### config.mk
export PLATFORM = sky130hd
export DESIGN_NAME = crs_basis
export DESIGN_NICKNAME = d
export VERILOG_FILES = /design/src/rtl/crs_pkg.sv /design/src/rtl/crs_basis.sv
export SDC_FILE = /design/constraint.sdc
export NUM_CORES = 2
export LEC_CHECK = 0
export BUFFER_PORTS_ARGS = -buffer_cell sky130_fd_sc_hd__buf_4
export CAP_MARGIN = 20
export CORE_ASPECT_RATIO = 1.2
export CORE_UTILIZATION = 25
export CTS_CLUSTER_SIZE = 24
export DETAILED_ROUTE_END_ITERATION = 8
export SLEW_MARGIN = 15
export SYNTH_ARGS = -nofsm -noshare
export SYNTH_HDL_FRONTEND = slang
export SYNTH_SLANG_ARGS = --single-unit
### constraint.sdc
create_clock -name clk -period 21.4 [get_ports clk]
set_input_delay 4.28 -clock clk [delete_from_list [all_inputs] [get_ports clk]]
set_output_delay 4.28 -clock clk [all_outputs]
set_load 0.005 [all_outputs]
### src/rtl/crs_pkg.sv
package crs_pkg;

	localparam int T_FRAC_BITS_DEF = 16;
	localparam int COORD_WIDTH_DEF = 32;

	// register stages from input transaction to output register
	localparam int PIPE_DEPTH = 7;

	// headroom bits of the doubled basis weights above the fraction
	localparam int W_EXTRA_BITS = 4;

endpackage

### src/rtl/crs_basis.sv
module crs_basis #(
	parameter int T_FRAC_BITS = crs_pkg::T_FRAC_BITS_DEF,
	parameter int WW          = T_FRAC_BITS + crs_pkg::W_EXTRA_BITS
) (
	input  logic                        clk,
	input  logic                        en,
	input  logic [T_FRAC_BITS:0]        t_param,
	output logic signed [WW-1:0]        w_s3 [4]
);

	localparam int F  = T_FRAC_BITS;
	localparam int TW = T_FRAC_BITS + 1;

	localparam logic [TW-1:0]   ONE_T  = TW'(1) << F;
	localparam logic [2*TW-1:0] HALF_P = (2*TW)'(1) << (F - 1);
	localparam logic signed [WW-1:0] TWO_W = WW'(1) << (F + 1);

	logic [TW-1:0]   t_c;
	logic [2*TW-1:0] sq_rnd;
	logic [2*TW-1:0] cu_rnd;

	logic [TW-1:0] t_s1, t2_s1;
	logic [TW-1:0] t_s2, t2_s2, t3_s2;

	logic signed [WW-1:0] tx, t2x, t3x;

	assign t_c    = (t_param > ONE_T) ? ONE_T : t_param;
	assign sq_rnd = t_c * t_c + HALF_P;
	assign cu_rnd = t2_s1 * t_s1 + HALF_P;

	always_ff @(posedge clk) begin
		if (en) begin
			t_s1  <= t_c;
			t2_s1 <= sq_rnd[F+TW-1:F];
			t_s2  <= t_s1;
			t2_s2 <= t2_s1;
			t3_s2 <= cu_rnd[F+TW-1:F];
		end
	end

	assign tx  = $signed({{(WW-TW){1'b0}}, t_s2});
	assign t2x = $signed({{(WW-TW){1'b0}}, t2_s2});
	assign t3x = $signed({{(WW-TW){1'b0}}, t3_s2});

	// doubled Catmull-Rom weights, exact in Q.F
	always_ff @(posedge clk) begin
		if (en) begin
			w_s3[0] <= (t2x <<< 1) - t3x - tx;
			w_s3[1] <= t3x + (t3x <<< 1) - (t2x <<< 2) - t2x + TWO_W;
			w_s3[2] <= (t2x <<< 2) + tx - t3x - (t3x <<< 1);
			w_s3[3] <= t3x - t2x;
		end
	end

endmodule

## Word-level counts from Yosys, hierarchy flattened

Index checks and enable logic that the tools add are counted.

| storage, ports and cells | value |
|---|---|
| register bits | 165 |
| input port bits | 19 |
| output and inout bits | 80 |
| word-level logic and storage cells | 25 |

| cells by class | value |
|---|---|
| add/sub/neg operators | 12 |
| multipliers | 2 |
| magnitude comparators | 1 |
| multiplexer cells | 1 |

Operators by type and width:

| cell | number |
|---|---|
| adder 33 x 16 -> 33 bit, second input constant | 2 |
| multiplier 17 x 17 -> 33 bit | 2 |
| subtractor 20 x 18 -> 20 bit | 2 |
| adder 19 x 17 -> 20 bit | 1 |
| adder 20 x 19 -> 20 bit, second input constant | 1 |
| subtractor 19 x 18 -> 20 bit | 1 |
| subtractor 19 x 19 -> 20 bit | 1 |
| subtractor 20 x 19 -> 20 bit | 1 |
| adder 17 x 18 -> 19 bit | 1 |
| subtractor 18 x 17 -> 19 bit | 1 |
| subtractor 17 x 17 -> 18 bit | 1 |
| > comparator 17 bit, second input constant | 1 |
| 2-to-1 mux 17 bit | 1 |

## Logic depth before layout (Yosys ltp)

| depth | value |
|---|---|
| word-level depth | 4 |
| gate-level depth with buffers | 27 |

## Worst setup path before layout

No wires, ideal clock.

| path | value |
|---|---|
| kind | input-to-reg |
| from | input t_param[4] |
| to | register t2_s1[16] (data pin) |
| setup time | 260 ps |
| arrival | 11046 ps |
| setup slack | 10094 ps |
| stages | 27 |
| path buffers | 2 |
| path through | or4_1 > o41ai_2 > clkbuf_1 > clkbuf_1 > and3_1 > inv_1 > fa_1 > inv_1 > fa_1 > inv_1 > fa_1 > inv_1 > fa_1 > fa_1 > inv_1 > fa_1 > inv_1 > ha_1 > a211oi_1 > o21ai_0 > a211oi_1 > a22oi_2 > a211oi_1 > a21oi_2 > a211oi_1 > o21bai_2 > xnor2_1 |

| on the way | value |
|---|---|
| word-level cells in the longest chain between the ends | 4 |

Ends and longest elaborated chain:

| what | line | text |
|---|---|---|
| start, declared | crs_basis.sv:7 | `input logic [T_FRAC_BITS:0] t_param,` |
| > comparator 17 bit | crs_basis.sv:27 | `assign t_c = (t_param > ONE_T) ? ONE_T : t_param;` |
| 2-to-1 mux 17 bit (*) | crs_basis.sv:27 |  |
| multiplier 17 x 17 -> 33 bit (*) | crs_basis.sv:28 | `assign sq_rnd = t_c * t_c + HALF_P;` |
| adder 33 x 16 -> 33 bit (*) | crs_basis.sv:28 |  |
| net sq_rnd[32] | crs_basis.sv:19 | `logic [2*TW-1:0] sq_rnd;` |
| end signal, assigned | crs_basis.sv:34 | `t2_s1 <= sq_rnd[F+TW-1:F];` |
| end, declared | crs_basis.sv:22 | `logic [TW-1:0] t_s1, t2_s1;` |

Mark *: on every way through the listed nets, which the timed path passes. The rest lies on a longest branch.
A chain may end at the register's enable or synchronous reset.

## Worst setup path in the final report

| path | value |
|---|---|
| from | input t_param[12] |
| to | register t2_s1[16] (data pin) |

The elaborated chain is that of the path after synthesis.

==> metrics.md <==
| Metric | Value |
|---|---|
| Status | finished, violations left |
| Failing checks | design-rule violations |
| Routed len/inst | 14.9 um |
| H-tree Lvls | 4 |
| Final ANT Viol Nets | 0 |
| I/O pin count | roughly 100 |
| FILL cells | roughly 11000 |
| Fmax | 84.7 MHz |
| Setup TNS Final | 0 ns |
| Grt total ovfl | 0 |
| Flops & latches, synth | 161 |
| Clk root buf | clkbuf_16 |
| Die width | 301 um |
| Starting Density | 0.253 |
| Num CTS Buffers | 17 |
| Number of global-route vias before repair | 19400 |
| Final setup vio count | 0 |
| CP max stage delay | between 0.5 and 0.6 ns |
| Ys async rst share | 0 |
| Via count | 18000 |
| DRT iter0 DRCs | 1007 |
| Crit path time final | 11.80 ns |
| Setup bufs post-CTS | 0 |
| CP delay by family, top | adder cells |
| Die Area | 109000 um2 |
| DRT Wirelength | a little over 60000 um |
| Top_reg_cell synth | edfxtp_1 |
| Worst-path fanout max | 78 |
| Mapped Cells | 2680 |
| Max Cap Viol | 0 |
| DR vias/cell | 4.33 |
| Max-slew headroom | 0.307 |
| Drc violations | 36 |
| GRT Overall Usage | 0.119 |
| Clk_skew | 0.0233 ns |
| Number of antenna violations at the first check in global routing | 0 |
| IO Port Bufs | 98 |
| Post-DP HPWL | between 50000 and 60000 um |
| Slew Viols, Final | 0 |
| Number of flops mapped to enable cells by yosys | 161 |
| CP required | 21.63 ns |
| Clk_lat worst skew | 0.50 ns |
| Startpoint types | input pin |
| Rows | around 130 |
| Synth Cell Area | 26900 um2 |
| CTS resizes | 0 |
| Share of layout cells above drive strength 1 | 0.0547 |
| TritonRoute pass-1 iters | 7 |
| Critical path's slowest cell | or4_4 |
| Fin. Hold Viols | 0 |
| Unique masters post-synth | 65 |
| Largest net degree at the start of global routing | 92 |
| CP dominant cell by count | fa_1 |
| Antenna cell count | 0 |
| RSZ-0062 raised after global routing | no |
| YS warnings | 0 |
| Least-Margin Pin Slew | 1.03 ns |
| First-pass GRT wire length | 102000 um |
| Critical path endpoint category | flip-flop |
| Mapped Avg Cell Area | ~10 um2 |
| P&R area growth vs syn | 10.9% |
| Nets | 3562 |
| Placer congestion estimate | around 0.87 |
| Setup CP Type | input pin to flip-flop |
| CP arrival | 12.03 ns |
| Sequential fraction of the synthesis area | 0.180 |
| Hold Buf Count CTS | 0 |
| CTS tree | built |
| Die height | roughly 360 um |
| Reg clk slew, reported paths | about 0.06 ns |
| Min-delay worst type | flip-flop to flip-flop |
| Clk sink count | 161 |
| CTS max path bufs | 2 |
| Core area | approximately 110000 um2 |
| Buf+Inv Stages, Crit Path | 7 |
| Period utilization | 0.551 |
-- flip-flops by register name (all words and copies together), names as in the netlist --
register and cells:
t_s1 17, t2_s1 17, t2_s2 17, t_s2 17, t3_s2 17, w_s3 76
-- stage by stage --
step                       util  hold WS (ns)  worst slack, ns  instances  area, um2
after floorplan               -         0.424            10.09       2702      27000
after global placement    0.274         0.757             9.21       4127      29200
after detailed placement  0.274         0.764             9.07       4127      29200
after CTS                 0.280         0.775             9.58       4159      29800
after global routing      0.280         0.794             9.06       4159      29800
final                     0.280         0.764             9.60       4159      29800
-- path summary, 6_finish.rpt --
check	from	end	slack, ns	cells after the start
setup / recovery	t_param[12]	t2_s1[16]	9.60	27
hold / removal	t2_s1[11]	t2_s2[11]	0.76	1
setup reg to reg	t_s1[2]	t3_s2[16]	14.10	22
hold reg to reg	t2_s1[11]	t2_s2[11]	0.76	1
-- synthesized netlist by cell type, types with 14 or more instances --
cell type / n / share of area
o21ai_0: 61 / 0.011
and3_1: 75 / 0.017
nand2b_1: 15 / 0.0035
inv_1: 613 / 0.086
ha_1: 311 / 0.14
nor3_1: 28 / 0.0052
nor2b_1: 25 / 0.0058
nand2_1: 273 / 0.038
a21o_1: 27 / 0.0075
o21a_1: 14 / 0.0039
clkbuf_1: 71 / 0.0099
xor2_1: 33 / 0.011
a21oi_1: 61 / 0.011
xnor2_1: 75 / 0.024
nor2_1: 78 / 0.011
fa_1: 482 / 0.36
and2_1: 134 / 0.031
edfxtp_1: 161 / 0.18
-- final cells by class --
class | count | area (um2) | share of cell area
repair buffers | 108 | 815 | 0.0273
multi-input cells | 1849 | 19500 | 0.655
clock buffers | 18 | 429 | 0.0144
well taps | 1396 | 1750 | 0.0585
inverters | 613 | 2300 | 0.0771
flip-flops and latches | 161 | 4830 | 0.162
clock inverters | 14 | 166 | 0.00558
-- routing by layer --
metal,up-vias,GRT usage,wire (um),share of wire
met5,-,0,0,0
met3,68,0.0163,2560,0.041
met2,420,0.206,30800,0.50
li1,8492,-,-,-
met4,0,0.0363,1180,0.019
met1,9022,0.152,27400,0.44
-- kinds of logic (layout without fill, tap and decap cells) --
kind of cell,count (synthesis),count (layout),share of synthesized area
compound gates,244,244,0.0591
xor+xnor,108,108,0.0352
fa+ha+maj,793,793,0.503
buf+inv,692,753,0.0973
flops,161,161,0.180
mux,1,1,0.000418
other cells,2,24,0.000279
simple gates,679,679,0.125
-- layout by cell type, fill, tap and decap left out, types with 5 or more instances in the layout --
cell type / count
and2_1: 134
o211ai_1: 7
clkbuf_16: 17
nand2b_1: 15
nand4_1: 6
o21a_1: 14
nor3_1: 28
ha_1: 311
a21oi_1: 61
inv_1: 613
a21o_1: 27
o41ai_1: 5
xnor2_1: 75
xor2_1: 33
nand3_1: 13
a31oi_1: 7
or3_1: 6
inv_6: 6
a21boi_0: 8
fa_1: 482
nor2_1: 78
or4_1: 5
and3_1: 75
nor2b_1: 25
edfxtp_1: 161
o21ai_0: 61
nand2_1: 273
conb_1: 24
buf_4: 107
a211oi_1: 9
-- worst register-to-register path, stage by stage (launching register included) --
cell and delay [ns]:
edfxtp_1 0.92, nand2_1 0.19, fa_1 0.57, inv_1 0.06, fa_1 0.54, inv_1 0.06
fa_1 0.51, inv_1 0.06, fa_1 0.55, inv_1 0.05, fa_1 0.48, inv_1 0.05
fa_1 0.45, ha_1 0.23, nor4_1 0.28, nand2_1 0.08, a41oi_1 0.36, o21ai_0 0.25
a31oi_1 0.60, o211ai_1 0.22, a31o_2 0.29, a21oi_1 0.19, xnor2_1 0.08
Power is left out: the tool's default activity adds up to more than one toggle a clock period on the data nets, which glitch-free logic cannot reach.
